$ cat src/rtl/sidp_pkg.sv
// Package for the INQUIRY descriptor parser: field widths, offsets and
// the result record passed from the state module to the top level.
// No dependencies.
`default_nettype none
package sidp_pkg;

    localparam int unsigned POS_W      = 7;
    localparam int unsigned END_W      = 9;
    localparam int unsigned CODE_W     = 16;
    localparam int unsigned CNT_W      = 4;
    localparam int unsigned SLOTS      = 8;
    localparam int unsigned SLOT_IDX_W = 3;
    localparam int unsigned OUT_W      = 144;

    localparam logic [POS_W-1:0] VERSION_AT = 7'd2;
    localparam logic [POS_W-1:0] ADDLEN_AT  = 7'd4;
    localparam logic [POS_W-1:0] HDR_LAST   = 7'd4;
    localparam logic [POS_W-1:0] VD_FIRST   = 7'd58;
    localparam logic [POS_W-1:0] VD_END     = 7'd74;
    localparam logic [POS_W-1:0] POS_MAX    = 7'd127;
    localparam logic [END_W-1:0] HDR_LEN    = 9'd5;
    localparam logic [CNT_W-1:0] SLOTS_CNT  = 4'd8;

    typedef struct packed {
        logic                          parse_ok;
        logic [7:0]                    rev_byte;
        logic [CNT_W-1:0]              code_total;
        logic [SLOTS-1:0][CODE_W-1:0]  descriptor;
    } t_result;

endpackage
`default_nettype wire

$ cat src/rtl/sidp_state.sv
// Per-reply parse state: position counter, header fields and the
// compacted descriptor slots. Builds the result record on the last beat.
// Depends on sidp_pkg.
`default_nettype none
module sidp_state (
    input  wire logic            i_clk,
    input  wire logic            i_rst_n,
    input  wire logic            i_beat,
    input  wire logic [7:0]      i_byte,
    input  wire logic            i_last,
    output sidp_pkg::t_result    o_result
);

    logic [sidp_pkg::POS_W-1:0]                          r_pos, n_pos;
    logic [sidp_pkg::END_W-1:0]                          r_end, n_end;
    logic [7:0]                                          r_version, n_version;
    logic [7:0]                                          r_high, n_high;
    logic [sidp_pkg::SLOTS-1:0][sidp_pkg::CODE_W-1:0]    r_store, n_store;
    logic [sidp_pkg::CNT_W-1:0]                          r_count, n_count;
    logic [sidp_pkg::CODE_W-1:0]                         code;
    logic [sidp_pkg::END_W-1:0]                          pos_next_wide;
    logic                                                in_vd;
    logic                                                ok;

    always_comb begin
        n_pos         = r_pos;
        n_end         = r_end;
        n_version     = r_version;
        n_high        = r_high;
        n_store       = r_store;
        n_count       = r_count;
        code          = {r_high, i_byte};
        pos_next_wide = {2'b00, r_pos} + 9'd1;
        in_vd         = (r_pos >= sidp_pkg::VD_FIRST) && (r_pos < sidp_pkg::VD_END);
        if (r_pos == sidp_pkg::VERSION_AT) begin
            n_version = i_byte;
        end
        if (r_pos == sidp_pkg::ADDLEN_AT) begin
            n_end = sidp_pkg::HDR_LEN + {1'b0, i_byte};
        end
        if (in_vd) begin
            if (!r_pos[0]) begin
                n_high = i_byte;
            end else if (pos_next_wide <= r_end) begin
                if ((code != '0) && (r_count < sidp_pkg::SLOTS_CNT)) begin
                    n_store[r_count[sidp_pkg::SLOT_IDX_W-1:0]] = code;
                    n_count = r_count + 4'd1;
                end
            end
        end
        if (r_pos < sidp_pkg::POS_MAX) begin
            n_pos = r_pos + 7'd1;
        end
    end

    always_comb begin
        ok       = (r_pos >= sidp_pkg::HDR_LAST);
        o_result = '0;
        if (ok) begin
            o_result.parse_ok   = 1'b1;
            o_result.rev_byte   = n_version;
            o_result.code_total = n_count;
            o_result.descriptor = n_store;
        end
    end

    always_ff @(posedge i_clk) begin
        if (!i_rst_n) begin
            r_pos     <= '0;
            r_end     <= '0;
            r_version <= '0;
            r_high    <= '0;
            r_store   <= '0;
            r_count   <= '0;
        end else if (i_beat) begin
            if (i_last) begin
                r_pos     <= '0;
                r_end     <= '0;
                r_version <= '0;
                r_high    <= '0;
                r_store   <= '0;
                r_count   <= '0;
            end else begin
                r_pos     <= n_pos;
                r_end     <= n_end;
                r_version <= n_version;
                r_high    <= n_high;
                r_store   <= n_store;
                r_count   <= n_count;
            end
        end
    end

    a_count_bound: assert property (@(posedge i_clk) disable iff (!i_rst_n)
        r_count <= sidp_pkg::SLOTS_CNT)
        else $error("descriptor count beyond slot total");

    a_clear_after_last: assert property (@(posedge i_clk) disable iff (!i_rst_n)
        (i_beat && i_last) |=> (r_pos == '0) && (r_count == '0))
        else $error("state not cleared after last beat");

    a_count_needs_vd: assert property (@(posedge i_clk) disable iff (!i_rst_n)
        (r_pos <= sidp_pkg::VD_FIRST) |-> (r_count == '0))
        else $error("descriptor counted before descriptor area");

endmodule
`default_nettype wire

$ cat src/rtl/scsi_inquiry_descriptor_parse.sv
// Top level of the INQUIRY descriptor parser: byte stream in, one packed
// result beat out per reply. Depends on sidp_pkg and sidp_state.
//
//   channel   dir  beat holds
//   s_axis    in   tdata = reply byte, tlast = final byte of the reply
//   m_axis    out  tdata = parse result, one beat per reply
//
// One byte is taken every cycle while s_axis_tready is high; a reply's result
// is registered and appears in the cycle after its last byte is accepted.
// The output register holds a result until taken; input stalls only while a
// result is held and m_axis_tready is low.
// Synchronous active-low reset clears all parse state and the output valid.
`default_nettype none
module scsi_inquiry_descriptor_parse (
    input  wire logic                          i_clk,
    input  wire logic                          i_rst_n,
    input  wire logic                          s_axis_tvalid,
    output      logic                          s_axis_tready,
    input  wire logic [7:0]                    s_axis_tdata,  // byte_value
    input  wire logic                          s_axis_tlast,  // last_byte
    output      logic                          m_axis_tvalid,
    input  wire logic                          m_axis_tready,
    // parse_ok, rev_byte, code_total, descriptor_0 .. descriptor_7, zero pad
    output      logic [sidp_pkg::OUT_W-1:0]    m_axis_tdata
);

    localparam int unsigned RES_W = $bits(sidp_pkg::t_result);

    logic               beat;
    sidp_pkg::t_result  result;
    sidp_pkg::t_result  packed_res;
    logic               r_valid;
    logic [RES_W-1:0]   r_data;
    logic [RES_W-1:0]   flat;

    assign s_axis_tready = !r_valid || m_axis_tready;
    assign beat          = s_axis_tvalid && s_axis_tready;

    sidp_state u_state (
        .i_clk    (i_clk),
        .i_rst_n  (i_rst_n),
        .i_beat   (beat),
        .i_byte   (s_axis_tdata),
        .i_last   (s_axis_tlast),
        .o_result (result)
    );

    // reorder into lowest-field-first wire layout
    always_comb begin
        packed_res = result;
        flat = '0;
        flat[0]    = packed_res.parse_ok;
        flat[8:1]  = packed_res.rev_byte;
        flat[12:9] = packed_res.code_total;
        for (int k = 0; k < sidp_pkg::SLOTS; k++) begin
            flat[13 + k*sidp_pkg::CODE_W +: sidp_pkg::CODE_W] = packed_res.descriptor[k];
        end
    end

    always_ff @(posedge i_clk) begin
        if (!i_rst_n) begin
            r_valid <= 1'b0;
        end else if (beat && s_axis_tlast) begin
            r_valid <= 1'b1;
        end else if (m_axis_tready) begin
            r_valid <= 1'b0;
        end
        if (beat && s_axis_tlast) begin
            r_data <= flat;
        end
    end

    assign m_axis_tvalid = r_valid;
    assign m_axis_tdata  = {{(sidp_pkg::OUT_W - RES_W){1'b0}}, r_data};

    a_rise_from_last: assert property (@(posedge i_clk) disable iff (!i_rst_n)
        $rose(r_valid) |-> $past(beat && s_axis_tlast))
        else $error("result raised without a last beat");

    a_no_overwrite: assert property (@(posedge i_clk) disable iff (!i_rst_n)
        (r_valid && !m_axis_tready) |-> !beat)
        else $error("input taken while result stalled");

    a_hold_result: assert property (@(posedge i_clk) disable iff (!i_rst_n)
        (r_valid && !m_axis_tready) |=> (r_valid && $stable(r_data)))
        else $error("stalled result changed");

endmodule
`default_nettype wire
$ cat config.mk
export PLATFORM = sky130hd
export DESIGN_NAME = scsi_inquiry_descriptor_parse
export DESIGN_NICKNAME = d
export VERILOG_FILES = /design/src/rtl/sidp_pkg.sv /design/src/rtl/sidp_state.sv /design/src/rtl/scsi_inquiry_descriptor_parse.sv
export SDC_FILE = /design/constraint.sdc
export NUM_CORES = 1
export LEC_CHECK = 0
export BUFFER_PORTS_ARGS = -buffer_cell sky130_fd_sc_hd__buf_2
export CORE_MARGIN = 2
export CORE_UTILIZATION = 55
export DETAILED_ROUTE_END_ITERATION = 12
export PLACE_DENSITY = 0.76
export SLEW_MARGIN = 20
export SYNTH_ARGS = -nofsm -noshare
export SYNTH_HDL_FRONTEND = slang
export SYNTH_SLANG_ARGS = --single-unit
$ cat constraint.sdc
create_clock -name i_clk -period 5.8 [get_ports i_clk]
set_input_delay 0.58 -clock i_clk [delete_from_list [all_inputs] [get_ports i_clk]]
set_output_delay 0.58 -clock i_clk [all_outputs]
set_load 0.005 [all_outputs]
==> results <==
- Port buffering added roughly 160 buffers.
- On the critical path the largest part of the delay comes from simple AND/OR/NAND/NOR gates.
- On the worst path, the slowest cell contributes a delay of about 0.99 ns.
- The number of setup buffers added after CTS is 0.
- The total setup violations reported at the end of the flow is 0.
- Detailed routing inserted a total of about 9,300 vias.
- The proportion of layout cells with a drive suffix above 1 is roughly a fifth.
- Summing the sequential cell areas from Yosys gives slightly above 60% of the chip area.
- The critical path buffer and inverter count is 1.
- The number of H-tree levels is 1.
- Tracing the worst setup path back leads to its startpoint at u_state.r_pos[2].
- The cell with the biggest individual delay on the critical path is sky130_fd_sc_hd__or4_1.
- The source-to-sink clock delay at the later pin of the worst-skew pair is approximately 0.58 ns.
- Counting flops with a built-in enable in the synthesized netlist gives 141.
- The worst register-to-register path has a depth of 11.
- Summed over all failing endpoints, the final setup total negative slack is 0 ns.
- For this block, the initial DRC count from the detailed router was 981.
- The clock tree root buffer cell is sky130_fd_sc_hd__clkbuf_16.
- TritonCTS built the clock tree.
- The signal on the critical path passes through and3_1, nand3_1, xnor2_1, ha_1, and3_1, nor4_1, o32a_1, or4_1, buf_4, mux2i_1, nor2_1.
- In this run the number of cells on the critical path is 11.
- The area inside the core boundary is approximately 0.022 mm^2.
- The post-route minimum period is 4.60 ns.
- After synthesis, the largest area contributor takes up around a third of total cell area.
- The number of optimization iterations in the first detailed-route pass is 5.
- The final-report hold violation count is 0.
- In this run the power density over the cells is approximately 320 mW/mm^2.
- The die outline height is 154 um.
- The floorplan has 55 rows.
- The post-synthesis instance total is around 1,100.
- The initial antenna violation count is 0.
- The worst register-to-register path has a setup slack of roughly 1.2 ns.
- The worst register-to-register path begins at u_state.r_pos[2].
- The maximum net fanout on the critical path is 24.
- The endpoint arrival time on the critical path is 4.88 ns.
- The detail-routed net length per standard cell is around 21 um.
- Combinational logic is responsible for under 10% of the overall power.
- The post-cts repair resize count is 0.
- The average size of a mapped cell is between 10 and 15 um^2.
- After synthesis the netlist holds a flip-flop and latch count of roughly 310.
- Summing all non-filler instances in the final layout gives an area of ~0.014 mm^2.
- Final hold analysis gives a worst-case slack of between 0.3 and 0.4 ns.
- Measured against its own limit, the worst slew margin works out to 24.8%.
- The flow ran to the end, and the final reports show no timing, DRC or antenna violations.
- The number of slew-limit violations in the final report is 0.
- The count of distinct cell types in the synthesized netlist is 55.
- The total standard cell area after synthesis is 0.0125 mm^2.
- The average vias per placed instance is 6.00.
- The area of the die is 0.0239 mm^2.
- By count the netlist is led by 219 x sky130_fd_sc_hd__nand2_1, 165 x sky130_fd_sc_hd__dfxtp_1, 141 x sky130_fd_sc_hd__edfxtp_1, 128 x sky130_fd_sc_hd__o2bb2ai_1, 105 x sky130_fd_sc_hd__a21oi_1.
- Setup repair after global routing left no endpoint under its margin.
- The cell that appears most often on the critical path is sky130_fd_sc_hd__and3_1.
- The share of total power dissipated in the clock network is 44.6%.
- The number of nets with antenna violations after detailed routing is 0.
- Across every metal layer, demand over resource in global routing totals 27.3%.
- For this run, design rule violations remaining after detail routing come to 0.
- Net switching is roughly 22% of the power.
- The kind of start point of the critical path is a flip-flop.
- After detailed routing, the total wire length is 33.1 mm.
- For this design the static power due to leakage is slightly below 5 nW.
- Max-cap violations in this run came to 0.
- The number of warnings issued by yosys is 0.
- The post-synthesis cell type with the largest combined area is sky130_fd_sc_hd__edfxtp_1.
- Counting tap cells, the placed design contains a total of between 1,000 and 1,500 instances.
- The capturing point of the worst reg2reg path is r_data[54].
- The worst setup path is captured at a flip-flop.
- The final global-route overflow total is 0.
- The tree built by TritonCTS fans out to 306 sinks.
- The class of the most critical setup path is reg -> reg.
- around 160 I/O pins were placed.
- Internal power comes to 0.00349 W.
- The power share of the sequential group is about half.
- The weighted congestion at the end of routability-driven global placement is 0.916.
- The post-detailed-placement cell area is roughly 0.013 mm^2.
- Among all flip-flop cells after synthesis, the most frequent one is sky130_fd_sc_hd__dfxtp_1.
- For this design the total switching power over the nets is 0.00101 W.
- The total number of nets in the final design is between 1,000 and 1,500.
- STA puts the critical path data required time at 6.09 ns.
- Yosys attributes the largest share of cell area to sky130_fd_sc_hd__edfxtp_1 34%, sky130_fd_sc_hd__dfxtp_1 27%, sky130_fd_sc_hd__o2bb2ai_1 9.0%, sky130_fd_sc_hd__nand2_1 6.6%, sky130_fd_sc_hd__a21oi_1 4.2%.
- Buffers inserted during clock tree synthesis total 31.
- The pin count of the biggest net entering global routing is 92.
- The worst IR drop on VDD is 0.204 mV.
- The first global-routing pass estimated 50.3 mm of wire.
- Once the floorplan was initialized, standard cells occupied 55.5% of the core.
- Compared with the post-synthesis result, the final layout area differs by 14.4%.
- The detailed placer's ending HPWL is 19.5 mm.
- Counting along the longest clock path gives a buffer depth of 3.
- In this run the horizontal extent of the chip is between 150 and 200 um.
- In the post-synthesis netlist, the cell with the most instances is sky130_fd_sc_hd__nand2_1.
- The layout has about 1,700 filler cells.
- 0 antenna diodes ended up in the layout.
- The final worst-path cycle share is approximately four fifths.
- Across the routed clock network, the largest skew measured is ~0.028 ns.
- The fmax is ~0.22 GHz.
- For the pin with the worst max-slew slack, the measured transition is ~1.1 ns.
- The CTS clock-pin slew for the worst setup and hold paths is approximately 0.060 ns.
- The fraction of registers with async set/reset is 0%.
- Once layout is complete, the utilization of the core stands at between 60% and 70%.
- The classification of the worst-slack hold path is in -> reg.
- The critical path endpoint is r_data[54].
- The number of global-route vias before repair is around 8,600.
- The number of standard cells in the final layout excluding fillers is 1,543.
- The number of hold buffers added after cts is 0.
sequential cells by signal, summed over array words and instances (netlist names):
register	count
r_data	141
u_state.r_store	128
u_state.r_end	9
u_state.r_count	4
u_state.r_high	8
u_state.r_version	8
u_state.r_pos	7
m_axis_tvalid	1
cells by family (layout without fill, tap and decap cells):
group	Yosys count	in the layout	synth area share, %
AOI/OAI and AO/OA	287	287	16.6
xor gates and xnor gates	13	13	0.914
adders and majority gates	14	14	1.41
buffers and inverters	117	235	4.07
DFF	306	306	60.5
muxes	34	34	2.83
other	1	3	0.0301
and+or+nand+nor	366	366	13.6
power by group through the flow:
stage / registers [W] / clock network (W) / logic, W
2_1_floorplan: 0.00237 / 0 / 0.0000922
3_3_place_gp: 0.00236 / 0 / 0.000181
3_5_place_dp: 0.00236 / 0 / 0.000182
4_1_cts: 0.00231 / 0.00202 / 0.000183
5_1_grt: 0.00231 / 0.00210 / 0.000196
6_report: 0.00231 / 0.00201 / 0.000184
worst register-to-register path: stages (launching register included):
cell and delay (ns):
sky130_fd_sc_hd__dfxtp_1 0.51, sky130_fd_sc_hd__and3_1 0.32, sky130_fd_sc_hd__nand3_1 0.12, sky130_fd_sc_hd__xnor2_1 0.24
sky130_fd_sc_hd__ha_1 0.29, sky130_fd_sc_hd__and3_1 0.15, sky130_fd_sc_hd__nor4_1 0.24, sky130_fd_sc_hd__o32a_1 0.85
sky130_fd_sc_hd__or4_1 1.00, sky130_fd_sc_hd__buf_4 0.34, sky130_fd_sc_hd__mux2i_1 0.21, sky130_fd_sc_hd__nor2_1 0.06
cell usage in the layout (no fill, tap or decap), types with 3 or more instances in the layout:
cell type,synthesis,layout
sky130_fd_sc_hd__a22oi_1,28,28
sky130_fd_sc_hd__o21ai_0,4,4
sky130_fd_sc_hd__o2bb2ai_1,128,128
sky130_fd_sc_hd__ha_1,14,14
sky130_fd_sc_hd__a21oi_1,105,105
sky130_fd_sc_hd__or4b_1,4,4
sky130_fd_sc_hd__clkbuf_1,74,3
sky130_fd_sc_hd__o21ai_1,3,3
sky130_fd_sc_hd__dfxtp_1,165,165
sky130_fd_sc_hd__o21ai_2,6,6
sky130_fd_sc_hd__buf_4,4,5
sky130_fd_sc_hd__clkbuf_16,0,32
sky130_fd_sc_hd__nor2_1,75,75
sky130_fd_sc_hd__and2_1,10,10
sky130_fd_sc_hd__clkbuf_8,0,3
sky130_fd_sc_hd__inv_1,14,13
sky130_fd_sc_hd__mux2i_1,33,33
sky130_fd_sc_hd__or4_1,4,4
sky130_fd_sc_hd__nor3_1,4,4
sky130_fd_sc_hd__xnor2_1,9,9
sky130_fd_sc_hd__nand3_1,6,6
sky130_fd_sc_hd__clkinv_2,0,8
sky130_fd_sc_hd__xor2_1,4,4
sky130_fd_sc_hd__nor4b_4,4,4
sky130_fd_sc_hd__nand2b_1,5,5
sky130_fd_sc_hd__nor4_1,5,5
sky130_fd_sc_hd__nand2_1,219,219
sky130_fd_sc_hd__and3_1,9,9
sky130_fd_sc_hd__edfxtp_1,141,141
sky130_fd_sc_hd__conb_1,1,3
sky130_fd_sc_hd__buf_2,18,155
sky130_fd_sc_hd__nand4_1,3,3
sky130_fd_sc_hd__nand3b_1,5,5
metrics by stage:
| step | power, W | worst slack [ns] |
|---|---|---|
| floorplan | 0.00246 | 1.38 |
| global placement | 0.00254 | 1.20 |
| detailed placement | 0.00254 | 1.20 |
| CTS | 0.00452 | 1.19 |
| global route | 0.00461 | 0.856 |
| finish | 0.00450 | 1.21 |
area by class of cell:
| cell class | instances | area [um^2] | area share, % |
|---|---|---|---|
| clock buffer | 39 | 858 | 6.02 |
| timing repair buffer | 161 | 833 | 5.85 |
| clock inverter | 19 | 175 | 1.23 |
| inverter | 16 | 62.6 | 0.439 |
| tap | 285 | 357 | 2.50 |
| multi-input combinational | 717 | 4420 | 31.1 |
| sequential | 306 | 7540 | 52.9 |
how the worst min path moves through the flow:
stage | to | start | cells past startpoint | slack (ns)
CTS | m_axis_tvalid | m_axis_tready | 3 | 0.35
finish | m_axis_tvalid | m_axis_tready | 3 | 0.35
global placement | u_state.r_store[80] | u_state.r_store[80] | 1 | 0.44
floorplan | u_state.r_store[16] | u_state.r_store[16] | 1 | 0.43
global route | m_axis_tvalid | m_axis_tready | 3 | 0.38
detailed placement | u_state.r_store[103] | u_state.r_store[103] | 1 | 0.45
routing by layer:
| metal | wire, um | up-vias | GRT usage [%] |
|---|---|---|---|
| li1 | - | 4292 | - |
| met1 | 14200 | 4432 | 39.1 |
| met2 | 14800 | 442 | 42.1 |
| met3 | 2790 | 91 | 4.65 |
| met4 | 1250 | 0 | 10.2 |
| met5 | 0 | - | 0 |
No activity file was read; power rests on OpenSTA's default activity.
